==> src/sv/rpt_pkg.sv <==
package rpt_pkg;

	localparam int ANGLE_W = 16;
	localparam int ZW = 34;             // residual angle, Q.30 with headroom past pi
	localparam int XW = 33;             // CORDIC x/y, Q.30
	localparam int ANGLE_TO_Q30 = 17;   // Q3.13 -> Q.30
	localparam int ROUND_SHIFT = 30;
	localparam int SPLIT = 16;          // low part of a delta taken into the multipliers

	localparam logic signed [ANGLE_W-1:0] ANGLE_LIMIT = 16'sd25736;
	localparam logic signed [ZW-1:0] PI_Q30 = 34'sd3373259426;
	localparam logic signed [ZW-1:0] HALF_PI_Q30 = 34'sd1686629713;
	localparam logic signed [XW-1:0] GAIN_Q30 = 33'sd652032874;

	typedef enum logic [2:0] {
		REG_ANGLE    = 3'd0,
		REG_CENTER_X = 3'd1,
		REG_CENTER_Y = 3'd2,
		REG_SHIFT_X  = 3'd3,
		REG_SHIFT_Y  = 3'd4
	} reg_index_t;

	// atan(2^-i) in Q.30, rounded to nearest
	function automatic logic signed [ZW-1:0] atan_q30(input logic [4:0] idx);
		logic signed [ZW-1:0] v;
		case (idx)
			5'd0:  v = 34'sd843314857;
			5'd1:  v = 34'sd497837829;
			5'd2:  v = 34'sd263043837;
			5'd3:  v = 34'sd133525159;
			5'd4:  v = 34'sd67021687;
			5'd5:  v = 34'sd33543516;
			5'd6:  v = 34'sd16775851;
			5'd7:  v = 34'sd8388437;
			5'd8:  v = 34'sd4194283;
			5'd9:  v = 34'sd2097149;
			5'd10: v = 34'sd1048576;
			5'd11: v = 34'sd524288;
			5'd12: v = 34'sd262144;
			5'd13: v = 34'sd131072;
			5'd14: v = 34'sd65536;
			5'd15: v = 34'sd32768;
			5'd16: v = 34'sd16384;
			5'd17: v = 34'sd8192;
			5'd18: v = 34'sd4096;
			5'd19: v = 34'sd2048;
			5'd20: v = 34'sd1024;
			5'd21: v = 34'sd512;
			5'd22: v = 34'sd256;
			5'd23: v = 34'sd128;
			5'd24: v = 34'sd64;
			5'd25: v = 34'sd32;
			5'd26: v = 34'sd16;
			5'd27: v = 34'sd8;
			5'd28: v = 34'sd4;
			5'd29: v = 34'sd2;
			5'd30: v = 34'sd1;
			default: v = 34'sd1;
		endcase
		return v;
	endfunction

endpackage

==> src/sv/rpt_cordic.sv <==
module rpt_cordic import rpt_pkg::*; #(
	parameter int CORDIC_STEPS = 16,
	parameter int COORD_WIDTH = 32
) (
	input  logic                        clk,
	input  logic                        arst_n,
	input  logic                        en,
	input  logic                        valid_in,
	input  logic signed [ZW-1:0]        z_in,
	input  logic                        flip_in,
	input  logic signed [COORD_WIDTH:0] dx_in,
	input  logic signed [COORD_WIDTH:0] dy_in,
	output logic                        valid_out,
	output logic signed [XW-1:0]        cos_out,
	output logic signed [XW-1:0]        sin_out,
	output logic                        flip_out,
	output logic signed [COORD_WIDTH:0] dx_out,
	output logic signed [COORD_WIDTH:0] dy_out
);

	logic                        v_s    [CORDIC_STEPS];
	logic signed [XW-1:0]        x_s    [CORDIC_STEPS];
	logic signed [XW-1:0]        y_s    [CORDIC_STEPS];
	logic signed [ZW-1:0]        z_s    [CORDIC_STEPS];
	logic                        flip_s [CORDIC_STEPS];
	logic signed [COORD_WIDTH:0] dx_s   [CORDIC_STEPS];
	logic signed [COORD_WIDTH:0] dy_s   [CORDIC_STEPS];

	// one micro-rotation per stage; the point deltas ride along
	for (genvar i = 0; i < CORDIC_STEPS; i++) begin : g_step
		logic                        vi;
		logic signed [XW-1:0]        xi;
		logic signed [XW-1:0]        yi;
		logic signed [ZW-1:0]        zi;
		logic                        fi;
		logic signed [COORD_WIDTH:0] dxi;
		logic signed [COORD_WIDTH:0] dyi;

		if (i == 0) begin : g_first
			assign vi = valid_in;
			assign xi = GAIN_Q30;
			assign yi = '0;
			assign zi = z_in;
			assign fi = flip_in;
			assign dxi = dx_in;
			assign dyi = dy_in;
		end else begin : g_next
			assign vi = v_s[i-1];
			assign xi = x_s[i-1];
			assign yi = y_s[i-1];
			assign zi = z_s[i-1];
			assign fi = flip_s[i-1];
			assign dxi = dx_s[i-1];
			assign dyi = dy_s[i-1];
		end

		always_ff @(posedge clk or negedge arst_n) begin
			if (!arst_n) begin
				v_s[i] <= 1'b0;
			end else if (en) begin
				v_s[i] <= vi;
			end
		end

		always_ff @(posedge clk) begin
			if (en) begin
				if (!zi[ZW-1]) begin
					x_s[i] <= xi - (yi >>> i);
					y_s[i] <= yi + (xi >>> i);
					z_s[i] <= zi - atan_q30(5'(i));
				end else begin
					x_s[i] <= xi + (yi >>> i);
					y_s[i] <= yi - (xi >>> i);
					z_s[i] <= zi + atan_q30(5'(i));
				end
				flip_s[i] <= fi;
				dx_s[i] <= dxi;
				dy_s[i] <= dyi;
			end
		end
	end

	assign valid_out = v_s[CORDIC_STEPS-1];
	assign cos_out = x_s[CORDIC_STEPS-1];
	assign sin_out = y_s[CORDIC_STEPS-1];
	assign flip_out = flip_s[CORDIC_STEPS-1];
	assign dx_out = dx_s[CORDIC_STEPS-1];
	assign dy_out = dy_s[CORDIC_STEPS-1];

	// residual angle of the last stage is not needed
	logic z_unused;
	assign z_unused = ^z_s[CORDIC_STEPS-1];

endmodule

==> config.mk <==
export PLATFORM = sky130hd
export DESIGN_NAME = rpt_cordic
export DESIGN_NICKNAME = d
export VERILOG_FILES = /design/src/sv/rpt_pkg.sv /design/src/sv/rpt_cordic.sv
export SDC_FILE = /design/constraint.sdc
export NUM_CORES = 2
export LEC_CHECK = 0
export BUFFER_PORTS_ARGS = -buffer_cell sky130_fd_sc_hd__buf_2
export CAP_MARGIN = 20
export CORE_MARGIN = 2
export CORE_UTILIZATION = 45
export CTS_BUF_LIST = sky130_fd_sc_hd__clkbuf_4 sky130_fd_sc_hd__clkbuf_8 sky130_fd_sc_hd__clkbuf_16
export DETAILED_ROUTE_END_ITERATION = 12
export GPL_TIMING_DRIVEN = 0
export SYNTH_ARGS = -nofsm -noshare
export SYNTH_HDL_FRONTEND = slang
export SYNTH_SLANG_ARGS = --single-unit
export TNS_END_PERCENT = 30
==> constraint.sdc <==
create_clock -name clk -period 4.9 [get_ports clk]
set_input_delay 0 -clock clk [delete_from_list [all_inputs] [get_ports clk]]
set_output_delay 0 -clock clk [all_outputs]
set_load 0.01 [all_outputs]
# Word-level counts from Yosys, hierarchy flattened
# Memory sizes are Yosys's and may differ from the RTL's.
# Cells that the tools add are included.
# totals
input_bits	105
out_inout_bits	134
ram_bits	2672
n_memories	6
elab_cells	308
reg_bits	16
# op_classes
bitwise_logic	48
n_addsub	92
muxes	146
# memory_table
name	words	word_bits	rd	rd_ports_with_merged_regs	wr	line	source
z_s	16	34	15	0	16	rpt_cordic.sv:24	logic signed [ZW-1:0] z_s [CORDIC_STEPS];
dx_s	16	33	16	0	16	rpt_cordic.sv:26	logic signed [COORD_WIDTH:0] dx_s [CORDIC_STEPS];
dy_s	16	33	16	0	16	rpt_cordic.sv:27	logic signed [COORD_WIDTH:0] dy_s [CORDIC_STEPS];
x_s	16	33	16	0	16	rpt_cordic.sv:22	logic signed [XW-1:0] x_s [CORDIC_STEPS];
y_s	16	33	16	0	16	rpt_cordic.sv:23	logic signed [XW-1:0] y_s [CORDIC_STEPS];
flip_s	16	1	16	0	16	rpt_cordic.sv:25	logic flip_s [CORDIC_STEPS];
# ops
op	n
33-bit 2-to-1 mux	32
34-bit 2-to-1 mux	16
1-bit 2-to-1 mux	98
34-bit by 22-bit adder with 34-bit output (second input constant)	2
34-bit by 22-bit subtractor with 34-bit output (second input constant)	2
33-bit by 18-bit adder with 33-bit output	2
33-bit by 19-bit adder with 33-bit output	2
33-bit by 20-bit adder with 33-bit output	2
33-bit by 21-bit adder with 33-bit output	2
33-bit by 22-bit adder with 33-bit output	2
33-bit by 23-bit adder with 33-bit output	2
33-bit by 24-bit adder with 33-bit output	2
33-bit by 25-bit adder with 33-bit output	2
33-bit by 26-bit adder with 33-bit output	2
33-bit by 27-bit adder with 33-bit output	2
33-bit by 28-bit adder with 33-bit output	2
33-bit by 29-bit adder with 33-bit output	2
33-bit by 30-bit adder with 33-bit output	2
33-bit by 31-bit adder with 33-bit output	2
33-bit by 32-bit adder with 33-bit output	2
33-bit by 18-bit subtractor with 33-bit output	2
33-bit by 19-bit subtractor with 33-bit output	2
33-bit by 20-bit subtractor with 33-bit output	2
33-bit by 21-bit subtractor with 33-bit output	2
other kinds (40)	98

# Longest topological paths before layout
# An unclocked memory read counts as a cell.
# logic_depth
depth_word	5
depth_mapped	21
mapped_depth_nobuf	21

# Least setup slack after synthesis
# Ideal clock, no wire load.
# synth_path
kind	input port to flip-flop
startpoint	input en
endpoint	memory y_s[8][32], data pin
path_buffers	4
arrival_time_ps	4617
cell_stages	20
required_time_ps	4640
setup_ps	260
path_slack_ps	24
cell_sequence	clkbuf_1 -> clkbuf_1 -> nand2_1 -> inv_1 -> clkbuf_1 -> buf_1 -> nor2_1 -> xnor2_1 -> ha_1 -> a21o_1 -> a211oi_1 -> o31ai_1 -> o41ai_1 -> o21ai_0 -> a2bb2oi_1 -> a221o_1 -> a21o_1 -> o21a_1 -> a21oi_1 -> xnor2_1
# synth_rtl
item	line	source
start, declared	rpt_cordic.sv:7	input logic en,
end, declared	rpt_cordic.sv:23	

==> impl_metrics.yaml <==
cts:
  htree_levels: 5
  cts_buffer_depth: 4
  clock_latency_ps: 920
  cts_tree: "built"
  cts.clk_slew.worst_paths_ps: 60
  clkSinkCount: 2451
  cts_root_buffer: "clkbuf_16"
  cts_buffers: 281
final_layout:
  syn2layout_area_growth_pct: 14.7
  seq_area_um2: 73500
  fin_util_pct: 51.9
  final_cell_mix: "edfxtp_1, ha_1, a21oi_1"
  final_common_cell: "edfxtp_1"
  nNetsFinal: 15366
  multiInputGateArea_um2: 73400
  layout-drive-gt1-share_pct: 10.0
  num-fill-cells: 28575
detailed_routing:
  drc: 0
  wire_per_inst_um: 21.1
  drt-total-wl_um: 389000
  avgViaCountPerCell: 5.64
  vias: 104079
  antenna_left: 0
  drtPass1Iterations: 6
  drt-initial-drc-count: 7306
place:
  io_buffers: 238
  dp_hpwl_um: 301000
  dp_worst_setup_slack_ps: -3600
  gp_congestion: 0.942
logic_synthesis:
  synth_edf_count: 2435
  synth_area_per_cell_um2: 11.4
  synth_flop_cell: "edfxtp_1"
  ys_ff_latch: 2451
  post-synth-top-area-cell: "edfxtp_1"
  synth_top_area_share_pct: 49.4
  synth_warnings: 0
  synth.area.top_cells: "edfxtp_1, ha_1, xnor2_1"
  syn_inst: 13011
  ys_seq_area_share_pct: 49.6
  syn_area_um2: 148000
  yosysUniqueCellTypes: 92
  syn-num-nets: 14492
  async_flop_share_pct: 0.653
critical_path:
  crit_end: "x_s[15][32]"
  r2r_slack_ps: -50
  rr_startpoint: "z_s[1][237]"
  critical_path_required_ps: 5540
  worstReg2RegEnd: "x_s[15][32]"
  critPathArrivalTime_ps: 5590
  endpoint_kind: "flop"
  crit_path_max_fanout: 10
  crit_start: "z_s[1][237]"
  start_kind: "flop"
  worstRegToRegCells: 17
  crit_type: "flop to flop"
timing:
  fin_crit_sh_pct: 101
  hold_viol: 0
  hold_ws_ps: 93.4
  timing.final.ws_setup_ps: -48.0
  maxSlewViolCount: 0
  fin_crit_ps: 4950
  skew_ps: 66.3
  setup_viol: 1
  worst_pin_slew_ps: 1050
  max_freq_mhz: 202
  max_slew_margin_pct: 29.6
  rsz0062_at_grt: "yes"
grt:
  groute.usage.overall_pct: 22.7
  grt_pass1_vias: 101268
  grt_max_degree: 142
  grt_overflow: 0
  grt_pass1_wl_um: 591000
  antenna_found_initial: 11
worst_hold_path:
  hold_path_class: "input port to flop"
floorplanning:
  rows: 210
  die_area_um2: 334000
  coreArea_um2: 327000
  die_w_um: 578
  start_util_pct: 45.2
  io_pins: 239
  die_h_um: 578
job:
  cap_violations: 0
outcome:
  violations: "setup timing"
  run_status: "complete, but fails checks"
-- flip-flops by register name, indices dropped and copies added (netlist names) --
register	count
z_s	397
flip_s	16
dy_s	528
g_step.vi	15
y_s	496
dx_s	528
valid_out	1
x_s	470
-- worst min path at each step --
stage          startpoint             to  slack [ps]  depth (start not counted)
2_1_floorplan      arst_n  g_step[10].vi        -300                          0
3_5_place_dp       arst_n      valid_out         -80                          1
5_1_grt                en   dx_s[15][12]          70                          4
6_report               en   dx_s[15][12]          90                          4
4_1_cts                en   dx_s[15][12]          40                          4
3_3_place_gp       arst_n      valid_out         -90                          1
-- cells in the mapped netlist, types with 37 or more instances --
library cell	n
mux2_2	66
a21oi_1	1278
nand4_1	75
nor4_1	80
nand2b_1	179
and3_1	145
nor2_1	874
or3_1	79
o31ai_1	140
fa_1	45
o21bai_1	198
or4_1	37
nand3_1	182
mux2i_1	52
a31oi_1	92
a21o_1	581
xnor2_1	1134
o211ai_1	47
o21ai_0	608
nor2b_1	148
ha_1	1331
o41ai_1	43
nor3_1	275
xor2_1	612
inv_1	488
nand2_1	634
or2_2	44
clkbuf_1	143
a211oi_1	100
and2_1	74
o21a_1	178
edfxtp_1	2435
-- per-layer routing --
| layer | up-vias | part of all wire, % | track usage, % |
|---|---|---|---|
| met4 | 6 | 4.0 | 8.33 |
| met2 | 2509 | 49 | 39.6 |
| met1 | 50250 | 43 | 28.7 |
| met3 | 665 | 4.3 | 2.78 |
| li1 | 50649 | - | - |
| met5 | - | 0.011 | 0 |
-- worst max-delay path, stage by stage, from the launching register on --
cell and delay (ps):
edfxtp_1 390, and2_2 280, clkbuf_4 240, clkbuf_4 250, nor2_1 170, xor2_1 190
ha_1 300, a21oi_1 190, o21ai_1 180, o2111ai_2 310, a31oi_2 180, a221oi_2 370
o21ai_2 130, a221o_1 360, a41o_1 320, or4b_1 490, a31oi_1 210, xnor2_1 110
-- metrics by stage --
step | cells | cell area [um^2] | setup TNS, ps
floorplan | 13011 | 148000 | 0
finish | 18453 | 170000 | -48.0
CTS | 18367 | 168000 | -115
global route | 18450 | 170000 | -1590
detailed placement | 17628 | 156000 | -1698530
global placement | 17595 | 155000 | -
-- what timing repair did --
action / 4_1_cts / 5_1_grt
endpoints found under the setup margin: 794 / 160
resized for setup: 216 / 235
hold buffers: 199 / 0
setup buffers: 44 / 85
gates cloned: 2 / 0
pin swaps: 16 / 44
hold endpoints to repair: 349 / 0
-- layout make-up --
class                      count  area share, %
tap                         4346           3.20
buffer                       202          0.691
clock inverter               159           1.10
sequential                  2451           43.3
inverter                     493           1.11
timing repair buffer         602           3.03
multi-input combinational   9854           43.2
clock buffer                 341           4.44
antenna                        5        0.00736
-- cells by family after synthesis --
kind of cell / after synthesis / share of synthesized area (%)
buffers and inverters: 706 / 1.88
multiplexers: 118 / 0.853
AND/OR/NAND/NOR: 2962 / 9.81
XOR/XNOR: 1746 / 10.3
flip-flops: 2451 / 49.6
AO/OA/AOI/OAI: 3652 / 15.7
adder cells (fa/ha/maj): 1376 / 11.8
Power is not shown: default switching activity piles up to over one toggle a cycle in this logic, so the estimate is an artifact.
